<file path="config.mk">
export PLATFORM = sky130hd
export DESIGN_NAME = subscribe_packet_parser_unit
export DESIGN_NICKNAME = d
export VERILOG_FILES = /design/src/rtl/spp_pkg.sv /design/src/rtl/spp_parser.sv /design/src/rtl/spp_result_fifo.sv /design/src/rtl/subscribe_packet_parser_unit.sv
export SDC_FILE = /design/constraint.sdc
export NUM_CORES = 1
export LEC_CHECK = 0
export BUFFER_PORTS_ARGS = -buffer_cell sky130_fd_sc_hd__buf_4
export CAP_MARGIN = 20
export CORE_UTILIZATION = 62
export DETAILED_ROUTE_END_ITERATION = 6
export PLACE_DENSITY = 0.8
export SYNTH_ARGS = -nofsm -noshare
export SYNTH_HDL_FRONTEND = slang
export SYNTH_SLANG_ARGS = --single-unit
</file>
<file path="constraint.sdc">
create_clock -name clock -period 5.95 [get_ports clock]
set_input_delay 0.8925 -clock clock [delete_from_list [all_inputs] [get_ports clock]]
set_output_delay 0.8925 -clock clock [all_outputs]
set_load 0.02 [all_outputs]
</file>
<file path="src/rtl/spp_pkg.sv">
// Shared types and constants of the subscribe packet parser.
package spp_pkg;

   // Parser phases, one-hot
   typedef enum logic [7:0] {
      PH_TYPE  = 8'b0000_0001,
      PH_LEN   = 8'b0000_0010,
      PH_ID_HI = 8'b0000_0100,
      PH_ID_LO = 8'b0000_1000,
      PH_SL_HI = 8'b0001_0000,
      PH_SL_LO = 8'b0010_0000,
      PH_TOPIC = 8'b0100_0000,
      PH_QOS   = 8'b1000_0000
   } phase_type;

   // Final status codes of a packet
   typedef enum logic [2:0] {
      ST_OK           = 3'd0,
      ST_TYPE         = 3'd1,
      ST_LEN_CODE     = 3'd2,
      ST_LEN_MISMATCH = 3'd3,
      ST_OVERRUN      = 3'd4,
      ST_QOS          = 3'd5
   } status_type;

   // Result kinds
   localparam logic KIND_FILTER = 1'b0;
   localparam logic KIND_STATUS = 1'b1;

   // Highest legal QoS level
   localparam logic [7:0] QOS_MAX = 8'd2;

   // Reset value of the expected header byte
   localparam logic [7:0] TYPE_BYTE_RESET = 8'h82;

   // Result queue geometry
   localparam int FIFO_DEPTH = 4;
   localparam int PTR_W      = 2;
   localparam int CNT_W      = 3;

   // Result output data width, padded to whole bytes
   localparam int RSP_DATA_W = 72;

   // One result
   typedef struct packed {
      logic        kind;
      status_type  status;
      logic [15:0] packet_ident;
      logic [28:0] topic_offset;
      logic [15:0] topic_length;
      logic [1:0]  qos_level;
      logic        last;
   } result_type;

   // Results caused by one request byte, first one first
   typedef struct packed {
      logic [1:0] count;
      result_type first;
      result_type second;
   } step_out_type;

endpackage

</file>
<file path="src/rtl/spp_parser.sv">
// Byte parser: packet state and the per-byte decode that yields up to two results.
module spp_parser (
   input  logic                  clock,
   input  logic                  reset,
   input  logic                  step_valid,
   input  logic [7:0]            step_byte,
   input  logic                  step_eom,
   input  logic [7:0]            expected_type,
   output spp_pkg::step_out_type step_out
);

   spp_pkg::phase_type  phase_ff, phase_in;
   logic                drop_ff, drop_in;
   logic [27:0]         rem_ff, rem_in;
   logic [1:0]          lcc_ff, lcc_in;
   logic [28:0]         pos_ff, pos_in;
   logic [15:0]         ident_ff, ident_in;
   logic [15:0]         slen_ff, slen_in;
   logic [15:0]         sleft_ff, sleft_in;
   logic [28:0]         tstart_ff, tstart_in;

   spp_pkg::status_type err;
   logic                filter_hit;
   logic                status_hit;
   logic [27:0]         rem_dec;
   logic [27:0]         len_acc;
   logic [15:0]         slen_full;
   spp_pkg::result_type filter_res;
   spp_pkg::result_type status_res;

   // Body bytes still allowed after this one, and the completed topic length
   assign rem_dec   = rem_ff - 28'd1;
   assign slen_full = {slen_ff[15:8], step_byte};

   // Merge the next base-128 length digit
   always_comb begin
      case (lcc_ff)
         2'd0:    len_acc = rem_ff | {21'b0, step_byte[6:0]};
         2'd1:    len_acc = rem_ff | {14'b0, step_byte[6:0], 7'b0};
         2'd2:    len_acc = rem_ff | {7'b0, step_byte[6:0], 14'b0};
         default: len_acc = rem_ff | {step_byte[6:0], 21'b0};
      endcase
   end

   // Decode one request byte
   always_comb begin
      phase_in   = phase_ff;
      drop_in    = drop_ff;
      rem_in     = rem_ff;
      lcc_in     = lcc_ff;
      pos_in     = pos_ff;
      ident_in   = ident_ff;
      slen_in    = slen_ff;
      sleft_in   = sleft_ff;
      tstart_in  = tstart_ff;
      err        = spp_pkg::ST_OK;
      filter_hit = 1'b0;
      status_hit = 1'b0;

      if (step_valid) begin
         if (drop_ff) begin
            // drop bytes until the end mark
            if (step_eom) begin
               drop_in  = 1'b0;
               phase_in = spp_pkg::PH_TYPE;
            end
         end else begin
            pos_in = pos_ff + 29'd1;
            case (phase_ff)
               spp_pkg::PH_TYPE: begin
                  // start a new packet
                  rem_in    = '0;
                  lcc_in    = '0;
                  pos_in    = 29'd1;
                  ident_in  = '0;
                  slen_in   = '0;
                  sleft_in  = '0;
                  tstart_in = '0;
                  if (step_byte != expected_type) begin
                     err = spp_pkg::ST_TYPE;
                  end else if (step_eom) begin
                     err = spp_pkg::ST_LEN_CODE;
                  end else begin
                     phase_in = spp_pkg::PH_LEN;
                  end
               end
               spp_pkg::PH_LEN: begin
                  rem_in = len_acc;
                  lcc_in = lcc_ff + 2'd1;
                  if (step_byte[7]) begin
                     // a fifth digit is never allowed
                     if (lcc_ff == 2'd3 || step_eom) begin
                        err = spp_pkg::ST_LEN_CODE;
                     end
                  end else if (len_acc < 28'd2) begin
                     err = spp_pkg::ST_LEN_MISMATCH;
                  end else begin
                     phase_in = spp_pkg::PH_ID_HI;
                  end
               end
               default: begin
                  // body byte: rem_ff counts body bytes not yet seen
                  if (rem_ff == 28'd0) begin
                     err = spp_pkg::ST_LEN_MISMATCH;
                  end else begin
                     rem_in = rem_dec;
                     case (phase_ff)
                        spp_pkg::PH_ID_HI: begin
                           ident_in = {step_byte, 8'h00};
                           phase_in = spp_pkg::PH_ID_LO;
                        end
                        spp_pkg::PH_ID_LO: begin
                           ident_in = {ident_ff[15:8], step_byte};
                           phase_in = spp_pkg::PH_SL_HI;
                        end
                        spp_pkg::PH_SL_HI: begin
                           if (rem_dec == 28'd0) begin
                              err = spp_pkg::ST_OVERRUN;
                           end else begin
                              slen_in  = {step_byte, 8'h00};
                              phase_in = spp_pkg::PH_SL_LO;
                           end
                        end
                        spp_pkg::PH_SL_LO: begin
                           slen_in = slen_full;
                           // topic plus QoS byte must fit in what is left
                           if (rem_dec <= {12'b0, slen_full}) begin
                              err = spp_pkg::ST_OVERRUN;
                           end else begin
                              tstart_in = pos_in;
                              sleft_in  = slen_full;
                              phase_in  = (slen_full != 16'd0) ? spp_pkg::PH_TOPIC
                                                               : spp_pkg::PH_QOS;
                           end
                        end
                        spp_pkg::PH_TOPIC: begin
                           sleft_in = sleft_ff - 16'd1;
                           if (sleft_ff == 16'd1) begin
                              phase_in = spp_pkg::PH_QOS;
                           end
                        end
                        spp_pkg::PH_QOS: begin
                           if (step_byte > spp_pkg::QOS_MAX) begin
                              err = spp_pkg::ST_QOS;
                           end else begin
                              filter_hit = 1'b1;
                              phase_in   = spp_pkg::PH_SL_HI;
                           end
                        end
                        default: begin
                           phase_in = spp_pkg::PH_TYPE;
                        end
                     endcase
                  end
               end
            endcase

            // end mark must fall on a filter boundary at the exact length
            if (err == spp_pkg::ST_OK && step_eom &&
                (rem_in != 28'd0 || phase_in != spp_pkg::PH_SL_HI)) begin
               err = spp_pkg::ST_LEN_MISMATCH;
            end

            // close the packet on error or end mark
            if (err != spp_pkg::ST_OK || step_eom) begin
               status_hit = 1'b1;
               if (step_eom) begin
                  phase_in = spp_pkg::PH_TYPE;
               end else begin
                  drop_in = 1'b1;
               end
            end
         end
      end
   end

   // Build the results
   always_comb begin
      filter_res.kind         = spp_pkg::KIND_FILTER;
      filter_res.status       = spp_pkg::ST_OK;
      filter_res.packet_ident = ident_in;
      filter_res.topic_offset = tstart_ff;
      filter_res.topic_length = slen_ff;
      filter_res.qos_level    = step_byte[1:0];
      filter_res.last         = !status_hit;

      status_res.kind         = spp_pkg::KIND_STATUS;
      status_res.status       = err;
      status_res.packet_ident = ident_in;
      status_res.topic_offset = '0;
      status_res.topic_length = '0;
      status_res.qos_level    = '0;
      status_res.last         = 1'b1;

      step_out.count  = {1'b0, filter_hit} + {1'b0, status_hit};
      step_out.first  = filter_hit ? filter_res : status_res;
      step_out.second = status_res;
   end

   // Control state
   always_ff @(posedge clock) begin
      if (reset) begin
         phase_ff <= spp_pkg::PH_TYPE;
         drop_ff  <= 1'b0;
      end else begin
         phase_ff <= phase_in;
         drop_ff  <= drop_in;
      end
   end

   // Packet fields
   always_ff @(posedge clock) begin
      rem_ff    <= rem_in;
      lcc_ff    <= lcc_in;
      pos_ff    <= pos_in;
      ident_ff  <= ident_in;
      slen_ff   <= slen_in;
      sleft_ff  <= sleft_in;
      tstart_ff <= tstart_in;
   end

   // No results while dropping
   a_drop_silent: assert property (@(posedge clock) disable iff (reset)
      (drop_ff && step_valid) |-> (step_out.count == 2'd0))
      else $error("result produced while dropping");

   // Two results are a filter followed by a status
   a_pair_order: assert property (@(posedge clock) disable iff (reset)
      (step_out.count == 2'd2) |->
      (step_out.first.kind == spp_pkg::KIND_FILTER &&
       step_out.second.kind == spp_pkg::KIND_STATUS))
      else $error("bad result pair");

   // Bad QoS inside a packet starts dropping
   a_qos_drop: assert property (@(posedge clock) disable iff (reset)
      (step_valid && !drop_ff && phase_ff == spp_pkg::PH_QOS && rem_ff != 28'd0 &&
       step_byte > spp_pkg::QOS_MAX && !step_eom) |=> drop_ff)
      else $error("QoS error did not start dropping");

endmodule

</file>
<file path="src/rtl/spp_result_fifo.sv">
// Four-entry result queue that takes up to two results a cycle and gives one.
module spp_result_fifo (
   input  logic                  clock,
   input  logic                  reset,
   input  spp_pkg::step_out_type push,
   output logic                  in_room,
   output logic                  out_valid,
   input  logic                  out_ready,
   output spp_pkg::result_type   out_item
);

   spp_pkg::result_type            mem_ff [spp_pkg::FIFO_DEPTH];
   logic [spp_pkg::PTR_W-1:0]      wr_ptr_ff, wr_ptr_in;
   logic [spp_pkg::PTR_W-1:0]      rd_ptr_ff, rd_ptr_in;
   logic [spp_pkg::CNT_W-1:0]      count_ff, count_in;
   logic [spp_pkg::PTR_W-1:0]      wr_ptr_next;
   logic                           pop;

   // Room for a worst-case pair of results
   assign in_room   = count_ff <= spp_pkg::CNT_W'(spp_pkg::FIFO_DEPTH - 2);
   assign out_valid = count_ff != '0;
   assign out_item  = mem_ff[rd_ptr_ff];
   assign pop       = out_valid && out_ready;

   assign wr_ptr_next = wr_ptr_ff + spp_pkg::PTR_W'(1);

   // Advance pointers and count
   always_comb begin
      wr_ptr_in = wr_ptr_ff + spp_pkg::PTR_W'(push.count);
      rd_ptr_in = rd_ptr_ff + spp_pkg::PTR_W'(pop);
      count_in  = count_ff + spp_pkg::CNT_W'(push.count) - spp_pkg::CNT_W'(pop);
   end

   always_ff @(posedge clock) begin
      if (reset) begin
         wr_ptr_ff <= '0;
         rd_ptr_ff <= '0;
         count_ff  <= '0;
      end else begin
         wr_ptr_ff <= wr_ptr_in;
         rd_ptr_ff <= rd_ptr_in;
         count_ff  <= count_in;
      end
   end

   // Store the results in order
   always_ff @(posedge clock) begin
      if (push.count != 2'd0) begin
         mem_ff[wr_ptr_ff] <= push.first;
      end
      if (push.count == 2'd2) begin
         mem_ff[wr_ptr_next] <= push.second;
      end
   end

   a_count_bound: assert property (@(posedge clock) disable iff (reset)
      count_ff <= spp_pkg::CNT_W'(spp_pkg::FIFO_DEPTH))
      else $error("result queue count out of range");

   a_push_room: assert property (@(posedge clock) disable iff (reset)
      (push.count != 2'd0) |-> in_room)
      else $error("push without room");

   a_empty_push: assert property (@(posedge clock) disable iff (reset)
      (count_ff == '0 && push.count != 2'd0) |=> out_valid)
      else $error("pushed result not presented");

endmodule

</file>
<file path="src/rtl/subscribe_packet_parser_unit.sv">
// Top level of the subscribe packet parser: ports, type register, parser and result queue.
// Results of an accepted request byte are registered in the queue and offered on rsp.
// Throughput: one request byte per cycle; a byte that yields a filter and a status
// result needs two result beats, so req_tready drops while the result queue holds
// more than two entries.
// Reset: synchronous; parser waits for a type byte, queue empties, type register = 0x82.
module subscribe_packet_parser_unit (
   input  logic        clock,
   input  logic        reset,
   input  logic        req_tvalid,
   output logic        req_tready,
   input  logic [7:0]  req_tdata,   // [7:0] data_byte
   input  logic        req_tlast,
   output logic        rsp_tvalid,
   input  logic        rsp_tready,
   output logic [spp_pkg::RSP_DATA_W-1:0] rsp_tdata,
                        // [2:0] status, [18:3] packet_ident, [47:19] topic_offset,
                        // [63:48] topic_length, [65:64] qos_level, [71:66] zero
   output logic        rsp_tuser,   // [0] kind
   output logic        rsp_tlast,
   input  logic        csr_valid,
   output logic        csr_ready,
   input  logic [7:0]  csr_data
);

   logic [7:0]            expected_type_ff, expected_type_in;
   logic                  step_valid;
   spp_pkg::step_out_type step_out;
   spp_pkg::result_type   out_item;

   // Type register write
   assign csr_ready        = 1'b1;
   assign expected_type_in = (csr_valid && csr_ready) ? csr_data : expected_type_ff;

   always_ff @(posedge clock) begin
      if (reset) begin
         expected_type_ff <= spp_pkg::TYPE_BYTE_RESET;
      end else begin
         expected_type_ff <= expected_type_in;
      end
   end

   assign step_valid = req_tvalid && req_tready;

   spp_parser u_parser (
      .clock         (clock),
      .reset         (reset),
      .step_valid    (step_valid),
      .step_byte     (req_tdata),
      .step_eom      (req_tlast),
      .expected_type (expected_type_ff),
      .step_out      (step_out)
   );

   spp_result_fifo u_fifo (
      .clock     (clock),
      .reset     (reset),
      .push      (step_out),
      .in_room   (req_tready),
      .out_valid (rsp_tvalid),
      .out_ready (rsp_tready),
      .out_item  (out_item)
   );

   // Pack the result
   assign rsp_tdata = {6'b0, out_item.qos_level, out_item.topic_length,
                       out_item.topic_offset, out_item.packet_ident, out_item.status};
   assign rsp_tuser = out_item.kind;
   assign rsp_tlast = out_item.last;

endmodule

</file>
==> results of run 1 <==
final timing paths:
path                                              to  slack [ps]  depth (start not counted)
worst max-delay path            u_fifo.mem_ff[1][22]         320                         22
worst min register to register  u_fifo.mem_ff[2][67]         460                          2
worst max register to register  u_fifo.mem_ff[1][22]         320                         22
worst min-delay path            u_fifo.mem_ff[2][67]         460                          2
registers in the layout (all words and copies together) (netlist names), 8 cells and up:
name                cells
expected_type_ff        8
u_fifo.mem_ff         272
u_parser.ident_ff      16
u_parser.phase_ff       8
u_parser.pos_ff        29
u_parser.rem_ff        28
u_parser.sleft_ff      16
u_parser.slen_ff       16
u_parser.tstart_ff     29
worst reg2reg max path, cell delays in order (launching register included):
cell,delay (ps)
sky130_fd_sc_hd__edfxtp_1,500
sky130_fd_sc_hd__inv_1,140
sky130_fd_sc_hd__ha_1,300
sky130_fd_sc_hd__nor3b_4,350
sky130_fd_sc_hd__buf_4,170
sky130_fd_sc_hd__nand2_1,70
sky130_fd_sc_hd__xnor2_1,350
sky130_fd_sc_hd__ha_1,320
sky130_fd_sc_hd__and4_1,200
sky130_fd_sc_hd__a211oi_1,210
sky130_fd_sc_hd__a31oi_1,170
sky130_fd_sc_hd__nor2b_1,260
sky130_fd_sc_hd__o21ai_2,120
sky130_fd_sc_hd__a21oi_2,240
sky130_fd_sc_hd__and3b_1,230
sky130_fd_sc_hd__a21o_1,200
sky130_fd_sc_hd__inv_2,60
sky130_fd_sc_hd__ha_1,270
sky130_fd_sc_hd__nor2_1,110
sky130_fd_sc_hd__a21oi_1,260
sky130_fd_sc_hd__nand2b_2,280
sky130_fd_sc_hd__buf_4,370
sky130_fd_sc_hd__a22o_1,320
cell type report:
type                            count  area, µm²
Sequential cell                   432      10620
Fill cell                        2205       9081
Multi-Input combinational cell   1116       8651
Clock buffer                       64       1249
Timing Repair Buffer              133       1102
Tap cell                          402      503.0
Inverter                           67      251.5
Clock inverter                     17      178.9
Antenna cell                        1      2.502
cells in the mapped netlist (25+ instances only):
| library cell | instances | share of area [%] |
|---|---|---|
| sky130_fd_sc_hd__a211oi_1 | 25 | 0.94 |
| sky130_fd_sc_hd__xnor2_1 | 35 | 1.5 |
| sky130_fd_sc_hd__dfxtp_1 | 236 | 24 |
| sky130_fd_sc_hd__o21ai_0 | 42 | 1.0 |
| sky130_fd_sc_hd__nor2_1 | 187 | 3.5 |
| sky130_fd_sc_hd__edfxtp_1 | 196 | 29 |
| sky130_fd_sc_hd__nand3_1 | 37 | 0.92 |
| sky130_fd_sc_hd__xor2_1 | 36 | 1.6 |
| sky130_fd_sc_hd__a21oi_1 | 44 | 1.1 |
| sky130_fd_sc_hd__nor3_1 | 34 | 0.85 |
| sky130_fd_sc_hd__a22o_1 | 191 | 8.4 |
| sky130_fd_sc_hd__inv_1 | 64 | 1.2 |
| sky130_fd_sc_hd__mux4_2 | 68 | 7.6 |
| sky130_fd_sc_hd__a22oi_1 | 25 | 0.94 |
| sky130_fd_sc_hd__ha_1 | 35 | 2.2 |
| sky130_fd_sc_hd__clkbuf_1 | 94 | 1.8 |
| sky130_fd_sc_hd__nand2_1 | 81 | 1.5 |
stage by stage:
stage / instances / hold WS (ps) / cell area (µm²) / power, mW / utilization [%]
global route: 2231 / 486.5 / 22550 / 8.899 / 71.29
CTS: 2224 / 457.5 / 22480 / 8.549 / 71.07
global placement: 2143 / 430.8 / 21060 / 5.783 / 66.56
detailed placement: 2143 / 447.5 / 21060 / 5.827 / 66.56
finish: 2232 / 462.1 / 22560 / 8.565 / 71.30
floorplan: 1756 / 417.3 / 20040 / 5.145 / -
per-layer routing:
metal  wire (µm)  vias to the layer above  track usage, %
li1            -                     6678               -
met2       24320                      739           51.00
met1       20330                     7292           41.23
met3        4432                      117           5.195
met5           0                        -               0
met4        1651                        0           11.73
power by group through the flow:
stage | clock network [mW] | logic (mW) | registers (mW)
floorplan | 0 | 1.42 | 3.72
global route | 2.89 | 2.08 | 3.93
finish | 2.74 | 1.94 | 3.89
detailed placement | 0 | 1.89 | 3.94
global placement | 0 | 1.86 | 3.92
CTS | 2.77 | 1.90 | 3.88
logic make-up after synthesis:
logic type                 after synthesis  synth area share [%]
DFF                                    432                 52.99
xor gates and xnor gates                71                 3.105
and+or+nand+nor                        506                 13.25
AOI/OAI and AO/OA                      420                 16.00
other                                    2               0.03750
adders and majority gates               36                 2.287
muxes                                   75                 7.998
buffers and inverters                  209                 4.336
repair_timing:
action                                  in CTS  in global routing
resized for setup                            0                  3
endpoints found under the setup margin       0                240
setup buffers                                0                  6
==> results.md, run 1 <==
- The flow ran to the end, and the final reports show no timing, DRC or antenna violations.
- A synthesized cell averages 11.44 µm².
- The portion of total power attributed to the clock network is 32.0%.
- The mapped netlist covers 20020 µm².
- The highest-delay cell along the critical path is sky130_fd_sc_hd__edfxtp_1.
- The cell chosen for the clock root is sky130_fd_sc_hd__clkbuf_16.
- The switching power is between 2 and 3 mW.
- The first-pass GRT wire length is 80540 µm.
- The power density relative to cell area is 379.7 nW/µm².
- The number of placed I/O pins is between 90 and 100.
- The internal portion of the total power is roughly 6 mW.
- In the routed layout, each cell is associated on average with a via count of 6.642.
- Setup repair after global routing left no endpoint under its margin.
- The critical path startpoint category is a register.
- The synthesized instance count is about 1800.
- The flop and latch count out of synthesis is approximately 430.
- The number of search-and-repair iterations in the first detailed-routing pass is 6.
- The shortest clock period the worst path allows after layout is approximately 5600 ps.
- At the pin with the least slew margin, the transition time is around 1100 ps.
- The longest clock path from root to sink contains 3 buffers.
- The final worst setup slack is about 320 ps.
- The number of buffers and inverters on the critical path is 4.
- The analysis attributes to cell leakage a power of around 8.4 nW.
- The floorplan step defined a core boundary enclosing 31640 µm².
- For this run, the number of Yosys warnings is 0.
- The longest individual stage delay on the worst path is 500 ps.
- The count of distinct cell types in the synthesized netlist is 84.
- The number of hold violations in the final report is 0.
- The proportion of register bits with asynchronous set or reset after synthesis is 0%.
- For this run, the top clock speed supported by timing is between 0.15 and 0.2 GHz.
- The count of final max-slew check failures is 0.
- The layout cell share with drive strength beyond 1 is between 10% and 20%.
- The register clock-pin slew on the reported worst setup and hold paths is 60 ps.
- The reported max-cap violation count is 0.
- The worst pin sits at a relative slew slack of between 20% and 30%.
- The start point of the critical path is u_parser.rem_ff[0].
- The maximum vdd ir drop is 0.2822 mV.
- For this run, the total global-route usage over all layers was measured as a little under a third.
- The worst setup path is of the register to register kind.
- The post-detailed-route count of antenna-violating nets is 0.
- The height of the chip is between 150 and 200 µm.
- The die is 181.7 µm wide.
- The clock skew is between 15 and 20 ps.
- The number of nets in the final layout is about 1900.
- The floorplan step defined a die boundary enclosing between 30000 and 40000 µm².
- The worst register-to-register path begins at u_parser.rem_ff[0].
- The number of standard-cell rows in the floorplan is 65.
- The area growth from synthesis to layout is 12.64%.
- The critical path goes through inv_1 -> ha_1 -> nor3b_4 -> buf_4 -> nand2_1 -> xnor2_1 -> ha_1 -> and4_1 -> a211oi_1 -> a31oi_1 -> nor2b_1 -> o21ai_2 -> a21oi_2 -> and3b_1 -> a21o_1 -> inv_2 -> ha_1 -> nor2_1 -> a21oi_1 -> nand2b_2 -> buf_4 -> a22o_1.
- The number of sinks on the clock net is 432.
- The portion of the clock cycle consumed by the worst path in the final layout is 94.69%.
- The count of flip-flops with a built-in enable after synthesis is about 200.
- For this run, the register share of the synthesized area comes to a little over half.
- The CTS buffer count is 44.
- The detailed router finished its first iteration with between 1000 and 1500 violations.
- The worst path arrival time is a little over 6000 ps.
- Of the total power, combinational logic draws ~23%.
- The average detailed-routed wire length per instance is 22.73 µm.
- The most frequent standard cell in the layout excluding fill and tap cells is sky130_fd_sc_hd__dfxtp_1.
- The cell that appears most often on the critical path is sky130_fd_sc_hd__ha_1.
- Along the worst path, the maximum fanout reaches 35.
- The initial antenna violation count is 1.
- TritonCTS built the clock tree.
- Among cell families on the critical path, the largest total delay comes from simple AND/OR/NAND/NOR gates.
- The summed negative setup slack over all endpoints is 0 ps.
- The endpoint kind of the worst setup timing path is a register.
- The detailed placement HPWL is 31740 µm.
- Entering global routing, the biggest net connects 70 pins.
- The clock tree synthesis step divided the H-tree into 2 levels.
- The required time at the worst-slack endpoint is roughly 6400 ps.
- The pre-CTS setup slack is between 150 and 200 ps.
- The cts-stage hold buffer count is 0.
- Setup violations remaining at the end of the flow were counted as 0.
- The worst hold path begins at u_fifo.mem_ff[2][67].
- The total length of routed wires is ~51000 µm.
- The via count of the first global-routing pass is between 10000 and 15000.
- The most used flip-flop cell after synthesis is sky130_fd_sc_hd__dfxtp_1.
- The number of port buffers is roughly 90.
- The via count of the routed design is ~15000.
- The insertion delay to the later sink of the worst-skew pair is 550 ps.
- Net switching is between 30% and 40% of the power.
- The effective utilization at floorplan is a little over three fifths.
- For this run, design rule violations remaining after detail routing come to 0.
- Leaving out fill and tap cells, the most frequent cells in the layout are sky130_fd_sc_hd__dfxtp_1 (234), sky130_fd_sc_hd__edfxtp_1 (196), sky130_fd_sc_hd__a22o_1 (191).
- The final weighted congestion in routability-driven placement is roughly 0.96.
- Per report_power, the sequential group accounts for a little under half of the total.
- The total overflow left after global routing is 0.
- The tightest min-delay check is of the register to register type.
Note: power is estimated with default switching activity, not from simulation.
==> inputs of run 2 (changes only) <==
--- a/config.mk
+++ b/config.mk
@@ -5,6 +5,7 @@
 export SDC_FILE = /design/constraint.sdc
 export NUM_CORES = 1
 export LEC_CHECK = 0
+export ABC_AREA = 1
 export BUFFER_PORTS_ARGS = -buffer_cell sky130_fd_sc_hd__buf_4
 export CAP_MARGIN = 20
 export CORE_UTILIZATION = 62
==> run 2 against run 1 <==
The run now ends with design-rule violations left. Critical path depth is 7 higher. Global-route usage grew 3.6 points. Power grew 11%.
==> results.md, run 2 <==
- The final weighted congestion in routability-driven placement is 1.001 (was 0.9558).
- The switching power was 3.533 mW (was 2.721 mW).
- Status: complete, but fails checks (was complete, no violations).
- The final core utilization is 70.55% (was 71.30%).
- Cell types with the largest area share after synthesis: sky130_fd_sc_hd__edfxtp_1 (29%), sky130_fd_sc_hd__dfxtp_1 (23%), sky130_fd_sc_hd__o21ai_0 (10%), sky130_fd_sc_hd__nand2_1 (9.8%), sky130_fd_sc_hd__nor2_1 (7.8%) (was sky130_fd_sc_hd__edfxtp_1 (29%), sky130_fd_sc_hd__dfxtp_1 (24%), sky130_fd_sc_hd__a22o_1 (8.4%), sky130_fd_sc_hd__mux4_2 (7.6%), sky130_fd_sc_hd__nor2_1 (3.5%)).
- The relative slew slack came to 28.84% (was 24.70%).
- The required time at the worst-slack endpoint is 6360 ps (was 6370 ps).
- The area of the die came to 33880 µm² (was 33020 µm²).
- The flop and latch count out of synthesis came to 432 (unchanged).
- The number of hold violations in the final report is 0 (unchanged).
- The number of search-and-repair iterations in the first detailed-routing pass is 7 (was 6).
- The longest individual stage delay on the worst path is 450 ps (was 500 ps).
- Commonest cells after routing, fill and taps aside: sky130_fd_sc_hd__nand2_1 (538), sky130_fd_sc_hd__nor2_1 (425), sky130_fd_sc_hd__o21ai_0 (417) (was sky130_fd_sc_hd__dfxtp_1 (234), sky130_fd_sc_hd__edfxtp_1 (196), sky130_fd_sc_hd__a22o_1 (191)).
- The worst reg-to-reg path cell count came to 29 (was 22).
- The via count of the routed design is 18670 (was 14830).
- The portion of total power attributed to the clock network is 29.1% (was 32.0%).
- The count of distinct cell types in the synthesized netlist is 48 (was 84).
- The post-detailed-route via-to-cell ratio is 6.007 (was 6.642).
- The highest routed metal layer is met4 (unchanged).
- The first-pass GRT wire length was 91730 µm (was 80540 µm).
- The upper clock frequency limit was 0.1839 GHz (was 0.1775 GHz).
- The cell area after technology mapping is 20550 µm² (was 20020 µm²).
- The average detailed-routed wire length per instance is 18.92 µm (was 22.73 µm).
- The mean instance size in the synthesized netlist is 7.951 µm² (was 11.44 µm²).
- The number of placed I/O pins is 99 (unchanged).
- The pre-CTS setup slack came to 711.8 ps (was 171.8 ps).
- The via count of the first global-routing pass is 17700 (was 14760).
- The number of standard-cell rows in the floorplan is 66 (was 65).
- The slew of the pin with the lowest slew margin is 1059 ps (was 1130 ps).
- Biggest regs: u_fifo.mem_ff x272, u_parser.pos_ff x29, u_parser.tstart_ff x29 (unchanged).
- The insertion delay to the later sink of the worst-skew pair is 570 ps (was 550 ps).
- The met2 wirelength from detailed routing is 27000 µm (was 24320 µm).
- The number of endpoints failing setup at the final stage was 0 (unchanged).
- The type of the most critical hold path is register to register (unchanged).
- The cell chosen for the clock root was sky130_fd_sc_hd__clkbuf_16 (unchanged).
- The sequential cell fraction of total power is 39.4% (was 45.4%).
- The number of cells in the design after placement is 3023 (was 2143).
- The clock tree from TritonCTS is yes (unchanged).
- The total leakage power came to 8.890 nW (was 8.364 nW).
- The predominant post-synthesis flop cell is sky130_fd_sc_hd__dfxtp_1 (unchanged).
- The synthesized instance count is 2585 (was 1751).
- The CTS buffer count is 45 (was 44).
- The flip-flop count of the largest register after layout is 272 (unchanged).
- The number of warnings printed during yosys synthesis came to 0 (unchanged).
- The summed negative setup slack over all endpoints is 0 ps (unchanged).
- The internal power contribution is 5.950 mW (was 5.844 mW).
- The post-route worst hold slack is 453.5 ps (was 462.1 ps).
- The initial antenna violation count is 0 (was 1).
- The number of sinks on the clock net is 432 (unchanged).
- The number of antenna repair diodes is 0 (was 1).
- The standard cell core area was 32540 µm² (was 31640 µm²).
- The worst hold path depth is 2 (unchanged).
- The cts-stage hold buffer count is 0 (unchanged).
- The area share of the leading cell type in the synthesized netlist is 28.64% (was 29.39%).
- The DRC violation count after routing is 4 (was 0).
- The global-route total usage across every layer is 34.55% (was 30.97%).
- The checks that failed: design-rule violations.
- The effective utilization at floorplan is 63.17% (was 63.29%).
- The worst path arrival time was 5850 ps (was 6060 ps).
- The critical path startpoint category is a register (unchanged).
- The layout cell share with drive strength beyond 1 is 8.852% (was 17.11%).
- Unrepaired setup endpoints after global routing: no (unchanged).
- The total length of routed wires is 58810 µm (was 50730 µm).
- The highest-delay cell along the critical path was sky130_fd_sc_hd__edfxtp_1 (unchanged).
- The most frequent standard cell in the layout excluding fill and tap cells is sky130_fd_sc_hd__nand2_1 (was sky130_fd_sc_hd__dfxtp_1).
- The endpoint kind of the worst setup timing path is a register (unchanged).
- The maximum number of pins on one net before global-route repair is 85 (was 70).
- The number of port buffers was 91 (unchanged).
- The number of levels the H-tree was split into is 2 (unchanged).
- The critical path's most frequent cell is sky130_fd_sc_hd__nand2_1 (was sky130_fd_sc_hd__ha_1).
- The count of final max-slew check failures was 0 (unchanged).
- The critical path start-end classification is register to register (unchanged).
- The maximum vdd ir drop was 0.3428 mV (was 0.2822 mV).
- The final worst setup slack was 512.8 ps (was 315.7 ps).
- The number of design-rule violations left by the first detailed-router iteration is 2118 (was 1487).
- The area occupied by registers is 10620 µm² (about the same).
- The largest buffer count on any clock path is 3 (unchanged).
- The reported max-cap violation count was 0 (unchanged).
- The number of setup buffers added after CTS is 0 (unchanged).
- The count of flip-flops with a built-in enable after synthesis is 196 (unchanged).
- The clock skew came to 25.41 ps (was 19.79 ps).
- The area occupied by multi-input gates is 8611 µm² (was 8651 µm²).
- The register clock-pin slew on the reported worst setup and hold paths was 60 ps (about the same).
- The power density relative to cell area is 413.1 nW/µm² (was 379.7 nW/µm²).
- Synth top cells by count: sky130_fd_sc_hd__nand2_1 (538), sky130_fd_sc_hd__nor2_1 (425), sky130_fd_sc_hd__o21ai_0 (417), sky130_fd_sc_hd__dfxtp_1 (236), sky130_fd_sc_hd__inv_1 (204) (was sky130_fd_sc_hd__dfxtp_1 (236), sky130_fd_sc_hd__edfxtp_1 (196), sky130_fd_sc_hd__a22o_1 (191), sky130_fd_sc_hd__nor2_1 (187), sky130_fd_sc_hd__clkbuf_1 (94)).
- The portion of the clock cycle consumed by the worst path in the final layout is 91.38% (was 94.69%).
- The register bank with the most flops is u_fifo.mem_ff (unchanged).
- The portion of the post-synthesis area used by sequential elements is 51.63% (was 52.99%).
- The wire length on met3 is 5748 µm (was 4432 µm).
- The worst-path maximum fanout came to 47 (was 35).
- The filler cell count was 2642 (was 2205).
- The most frequently used cell type in the post-synthesis netlist is sky130_fd_sc_hd__nand2_1 (was sky130_fd_sc_hd__dfxtp_1).
- The shortest clock period the worst path allows after layout was 5437 ps (was 5634 ps).
- The cell type with the largest total area after synthesis is sky130_fd_sc_hd__edfxtp_1 (unchanged).
- The post-detailed-route count of antenna-violating nets came to 0 (unchanged).
- The share of power burned in combinational logic is 31.5% (was 22.6%).
- The detailed placement HPWL is 38230 µm (was 31740 µm).
- The post-synthesis to final-layout area growth is 11.69% (was 12.64%).
- The height of the chip came to 184.1 µm (was 181.7 µm).
- The sum of overflow across all layers after global routing came to 0 (unchanged).
- The number of nets in the final layout was 2687 (was 1852).
- The count of placed standard cells in the final layout, fillers left out is 3108 (was 2232).
- The fraction of power spent switching nets was 37.26% (was 31.77%).
- The post-cts gate resize count came to 0 (unchanged).
- The chip width came to 184.1 µm (was 181.7 µm).
- The proportion of register bits with asynchronous set or reset after synthesis came to 0% (unchanged).
- The routed metal-1 wirelength is 23790 µm (was 20330 µm).
[run 2: cell count changes after synthesis, sizes merged, moves of 31 or more]
cell,delta
a22o,-191
inv,+151
mux4,-68
nand2,+466
nor2,+252
o21ai,+381
o22ai,+79
xor2,-31
[run 2: cell families (layout without fill, tap and decap cells)]
family	after synthesis	count (layout)	synth area share, %
xor+xnor	11	11	0.4688
other cells	2	7	0.03654
fa+ha+maj	36	36	2.228
flops	432	432	51.63
simple gates	1150	1150	23.29
compound gates	605	605	15.68
buf+inv	349	425	6.678
[run 2: worst paths after layout]
kind                                           start  slack [ps]                    to
worst max-delay path              u_parser.rem_ff[5]         510  u_fifo.mem_ff[3][11]
worst min-delay path            u_fifo.mem_ff[2][47]         450  u_fifo.mem_ff[2][47]
worst max register to register    u_parser.rem_ff[5]         510  u_fifo.mem_ff[3][11]
worst min register to register  u_fifo.mem_ff[2][47]         450  u_fifo.mem_ff[2][47]
[run 2: power groups by stage]
stage	combinational (mW)	clock, mW	sequential (mW)
floorplan	1.94	0	3.67
global placement	2.88	0	3.78
detailed placement	2.93	0	3.78
CTS	2.95	2.76	3.73
global route	3.24	2.89	3.77
finish	2.99	2.76	3.74
[run 2: layout make-up]
type	instances	share of cell area, %
tap	442	2.409
clock buffer	60	5.609
inverter	225	3.707
multi-input combinational	1809	37.51
timing repair buffer	116	3.794
sequential	432	46.24
clock inverter	24	0.7250
[run 2: worst max-delay path, delay by kind of cell (launching register included)]
| family | cells | cell delay [ps] |
|---|---|---|
| AND/OR/NAND/NOR | 19 | 2860 |
| buffers and inverters | 4 | 720 |
| AO/OA/AOI/OAI | 4 | 640 |
| adder cells (fa/ha/maj) | 2 | 550 |
| flip-flops | 1 | 450 |
[run 2: per-stage QoR]
stage          power [mW]  cell area (µm²)
4_1_cts             9.442            22950
3_5_place_dp        6.713            21490
5_1_grt             9.892            22950
2_1_floorplan       5.615            20570
3_3_place_gp        6.656            21490
6_report            9.483            22950
[run 2: routing by layer]
layer	vias up	global-route usage (%)
met3	152	5.388
met2	1010	55.59
met5	-	0
li1	8739	-
met1	8770	45.81
met4	0	16.30
==> inputs of run 3 (changes only) <==
--- a/config.mk
+++ b/config.mk
@@ -6,7 +6,7 @@
 export NUM_CORES = 1
 export LEC_CHECK = 0
 export ABC_AREA = 1
-export BUFFER_PORTS_ARGS = -buffer_cell sky130_fd_sc_hd__buf_4
+export BUFFER_PORTS_ARGS = -buffer_cell sky130_fd_sc_hd__clkbuf_2
 export CAP_MARGIN = 20
 export CORE_UTILIZATION = 62
 export DETAILED_ROUTE_END_ITERATION = 6
==> run 3 against run 2 <==
The flow still finishes with violations (design-rule violations). Sequential power about the same. Clock skew decreased by 5.4 ps. Count of clock-buffer cells in the layout increased by 5. Via count decreased by 0.34%. Largest cell class unchanged. Highest routed layer unchanged. Register-to-register slack improved by 50 ps. First-iteration DRC count decreased by 3.2%. Power decreased by 1.6%.
==> results.md, run 3 (synthesized netlist as in run 2, its figures left out) <==
- The cell area reported after detailed placement came to 21290 µm² (was 21490 µm²).
- The endpoint kind of the worst setup timing path is a register (unchanged).
- The routed metal-1 wirelength was 24320 µm (was 23790 µm).
- The area of the die is 33880 µm² (unchanged).
- The average detailed-routed wire length per instance is 18.76 µm (was 18.92 µm).
- The post-route worst hold slack is 444.6 ps (was 453.5 ps).
- Status: complete, but fails checks (unchanged).
- The slew of the pin with the lowest slew margin is 1085 ps (was 1059 ps).
- The number of sinks on the clock net is 432 (unchanged).
- The worst-path maximum fanout is 63 (was 47).
- The shortest clock period the worst path allows after layout is 5391 ps (was 5437 ps).
- The DRC violation count after routing is 1 (was 4).
- Failing checks: design-rule violations (unchanged).
- The maximum number of pins on one net before global-route repair is 101 (was 85).
- The CTS buffer count is 44 (was 45).
- Unrepaired setup endpoints after global routing: no (unchanged).
- The highest-delay cell along the critical path is sky130_fd_sc_hd__buf_4 (was sky130_fd_sc_hd__edfxtp_1).
- The longest individual stage delay on the worst path is 680 ps (was 450 ps).
- The cts-stage hold buffer count is 0 (unchanged).
- The summed negative setup slack over all endpoints is 0 ps (unchanged).
- The critical path start-end classification is register to register (unchanged).
- The critical path startpoint category is a register (unchanged).
- The register clock-pin slew on the reported worst setup and hold paths is 60 ps (about the same).
- The via count of the first global-routing pass is 17490 (was 17700).
- The number of cells in the design after placement is 3026 (was 3023).
- The number of hold violations in the final report is 0 (unchanged).
- The post-detailed-route via-to-cell ratio was 5.985 (was 6.007).
- The number of standard-cell rows in the floorplan is 66 (unchanged).
- The power density relative to cell area came to 410.5 nW/µm² (was 413.1 nW/µm²).
- The register bank with the most flops is u_fifo.mem_ff (unchanged).
- The total length of routed wires is 58320 µm (was 58810 µm).
- The standard cell core area was 32540 µm² (unchanged).
- The via count of the routed design is 18610 (was 18670).
- The flip-flop count of the largest register after layout was 272 (unchanged).
- The clock tree from TritonCTS is yes (unchanged).
- The relative slew slack is 27.66% (was 28.84%).
- The final weighted congestion in routability-driven placement is 1.023 (was 1.001).
- The insertion delay to the later sink of the worst-skew pair is 560 ps (was 570 ps).
- The number of endpoints failing setup at the final stage is 0 (unchanged).
- The maximum vdd ir drop is 0.3726 mV (was 0.3428 mV).
- The largest buffer count on any clock path is 3 (unchanged).
- The clock skew came to 19.96 ps (was 25.41 ps).
- The final worst setup slack is 559.4 ps (was 512.8 ps).
- The height of the chip came to 184.1 µm (unchanged).
- The reported max-cap violation count was 0 (unchanged).
- The number of port buffers came to 91 (unchanged).
- The highest routed metal layer was met4 (unchanged).
- The detailed placement HPWL is 37920 µm (was 38230 µm).
- The most frequent standard cell in the layout excluding fill and tap cells is sky130_fd_sc_hd__nand2_1 (unchanged).
- The post-cts gate resize count is 0 (unchanged).
- The number of setup buffers added after CTS came to 0 (unchanged).
- The cell chosen for the clock root is sky130_fd_sc_hd__clkbuf_16 (unchanged).
- The pre-CTS setup slack was 742.5 ps (was 711.8 ps).
- The chip width is 184.1 µm (unchanged).
- The number of nets in the final layout is 2688 (was 2687).
- The number of placed I/O pins came to 99 (unchanged).
- The critical path's most frequent cell is sky130_fd_sc_hd__nand2_1 (unchanged).
- The type of the most critical hold path is register to register (unchanged).
- The post-detailed-route count of antenna-violating nets is 0 (unchanged).
- The number of design-rule violations left by the first detailed-router iteration is 2051 (was 2118).
- The number of search-and-repair iterations in the first detailed-routing pass is 7 (unchanged).
- The upper clock frequency limit is 0.1855 GHz (was 0.1839 GHz).
- The count of final max-slew check failures is 0 (unchanged).
- The number of levels the H-tree was split into is 2 (unchanged).
- The total leakage power is 8.839 nW (was 8.890 nW).
- The first-pass GRT wire length is 91880 µm (was 91730 µm).
- The post-synthesis to final-layout area growth was 10.65% (was 11.69%).
- Commonest cells after routing, fill and taps aside: sky130_fd_sc_hd__nand2_1 (538), sky130_fd_sc_hd__nor2_1 (425), sky130_fd_sc_hd__o21ai_0 (417) (unchanged).
- The area of all placed cells without fillers is 22740 µm² (was 22950 µm²).
- The final core utilization came to 69.90% (was 70.55%).
- The layout cell share with drive strength beyond 1 is 9.115% (was 8.852%).
- The filler cell count came to 2653 (was 2642).
- Biggest regs: u_fifo.mem_ff x272, u_parser.pos_ff x29, u_parser.tstart_ff x29 (unchanged).
- The initial antenna violation count is 1 (was 0).
- The wire length on met3 is 5384 µm (was 5748 µm).
- The met2 wirelength from detailed routing is 26510 µm (was 27000 µm).
- The portion of the clock cycle consumed by the worst path in the final layout came to 90.60% (was 91.38%).
- The required time at the worst-slack endpoint came to 6210 ps (was 6360 ps).
- The global-route total usage across every layer is 34.61% (was 34.55%).
- The count of placed standard cells in the final layout, fillers left out is 3109 (was 3108).
- The sum of overflow across all layers after global routing is 0 (unchanged).
- The effective utilization at floorplan came to 63.17% (unchanged).
- The worst path arrival time is 5650 ps (was 5850 ps).
- The total power after layout is 9.335 mW (was 9.483 mW).
==> run 3: worst max-delay path: cells and delay by family (launching register included) <==
kind | cells | cell delay [ps]
and+or+nand+nor | 18 | 2340
DFF | 1 | 440
AOI/OAI and AO/OA | 2 | 290
adders and majority gates | 3 | 760
buffers and inverters | 6 | 1270
==> run 3: layout make-up <==
cell class / count / area [µm²] / share of cell area [%]
Sequential cell: 432 / 10620 / 46.68
Clock inverter: 17 / 170.2 / 0.7482
Timing Repair Buffer: 118 / 658.1 / 2.894
Tap cell: 442 / 553.0 / 2.432
Inverter: 225 / 850.8 / 3.741
Multi-Input combinational cell: 1809 / 8611 / 37.86
Clock buffer: 65 / 1281 / 5.634
Antenna cell: 1 / 2.502 / 0.01100
==> run 3: worst paths after layout <==
check,from,endpoint,slack [ps],depth (start not counted)
hold / removal,u_parser.ident_ff[15],u_parser.ident_ff[15],440,2
setup reg to reg,u_parser.rem_ff[0],u_fifo.mem_ff[0][62],560,29
hold reg to reg,u_parser.ident_ff[15],u_parser.ident_ff[15],440,2
setup / recovery,u_parser.rem_ff[0],u_fifo.mem_ff[0][62],560,29
==> run 3: layer usage <==
metal,GRT usage (%),up-vias
met5,0,-
met4,13.87,0
met3,4.715,138
met2,55.79,1013
met1,47.22,8718
li1,-,8738
==> run 3: where the power goes <==
group,internal (mW),total (mW),switching [mW],leakage [nW]
Clock,1.59,2.75,1.16,0.711
Combinational,0.751,2.86,2.11,4.31
Sequential,3.49,3.72,0.234,3.82
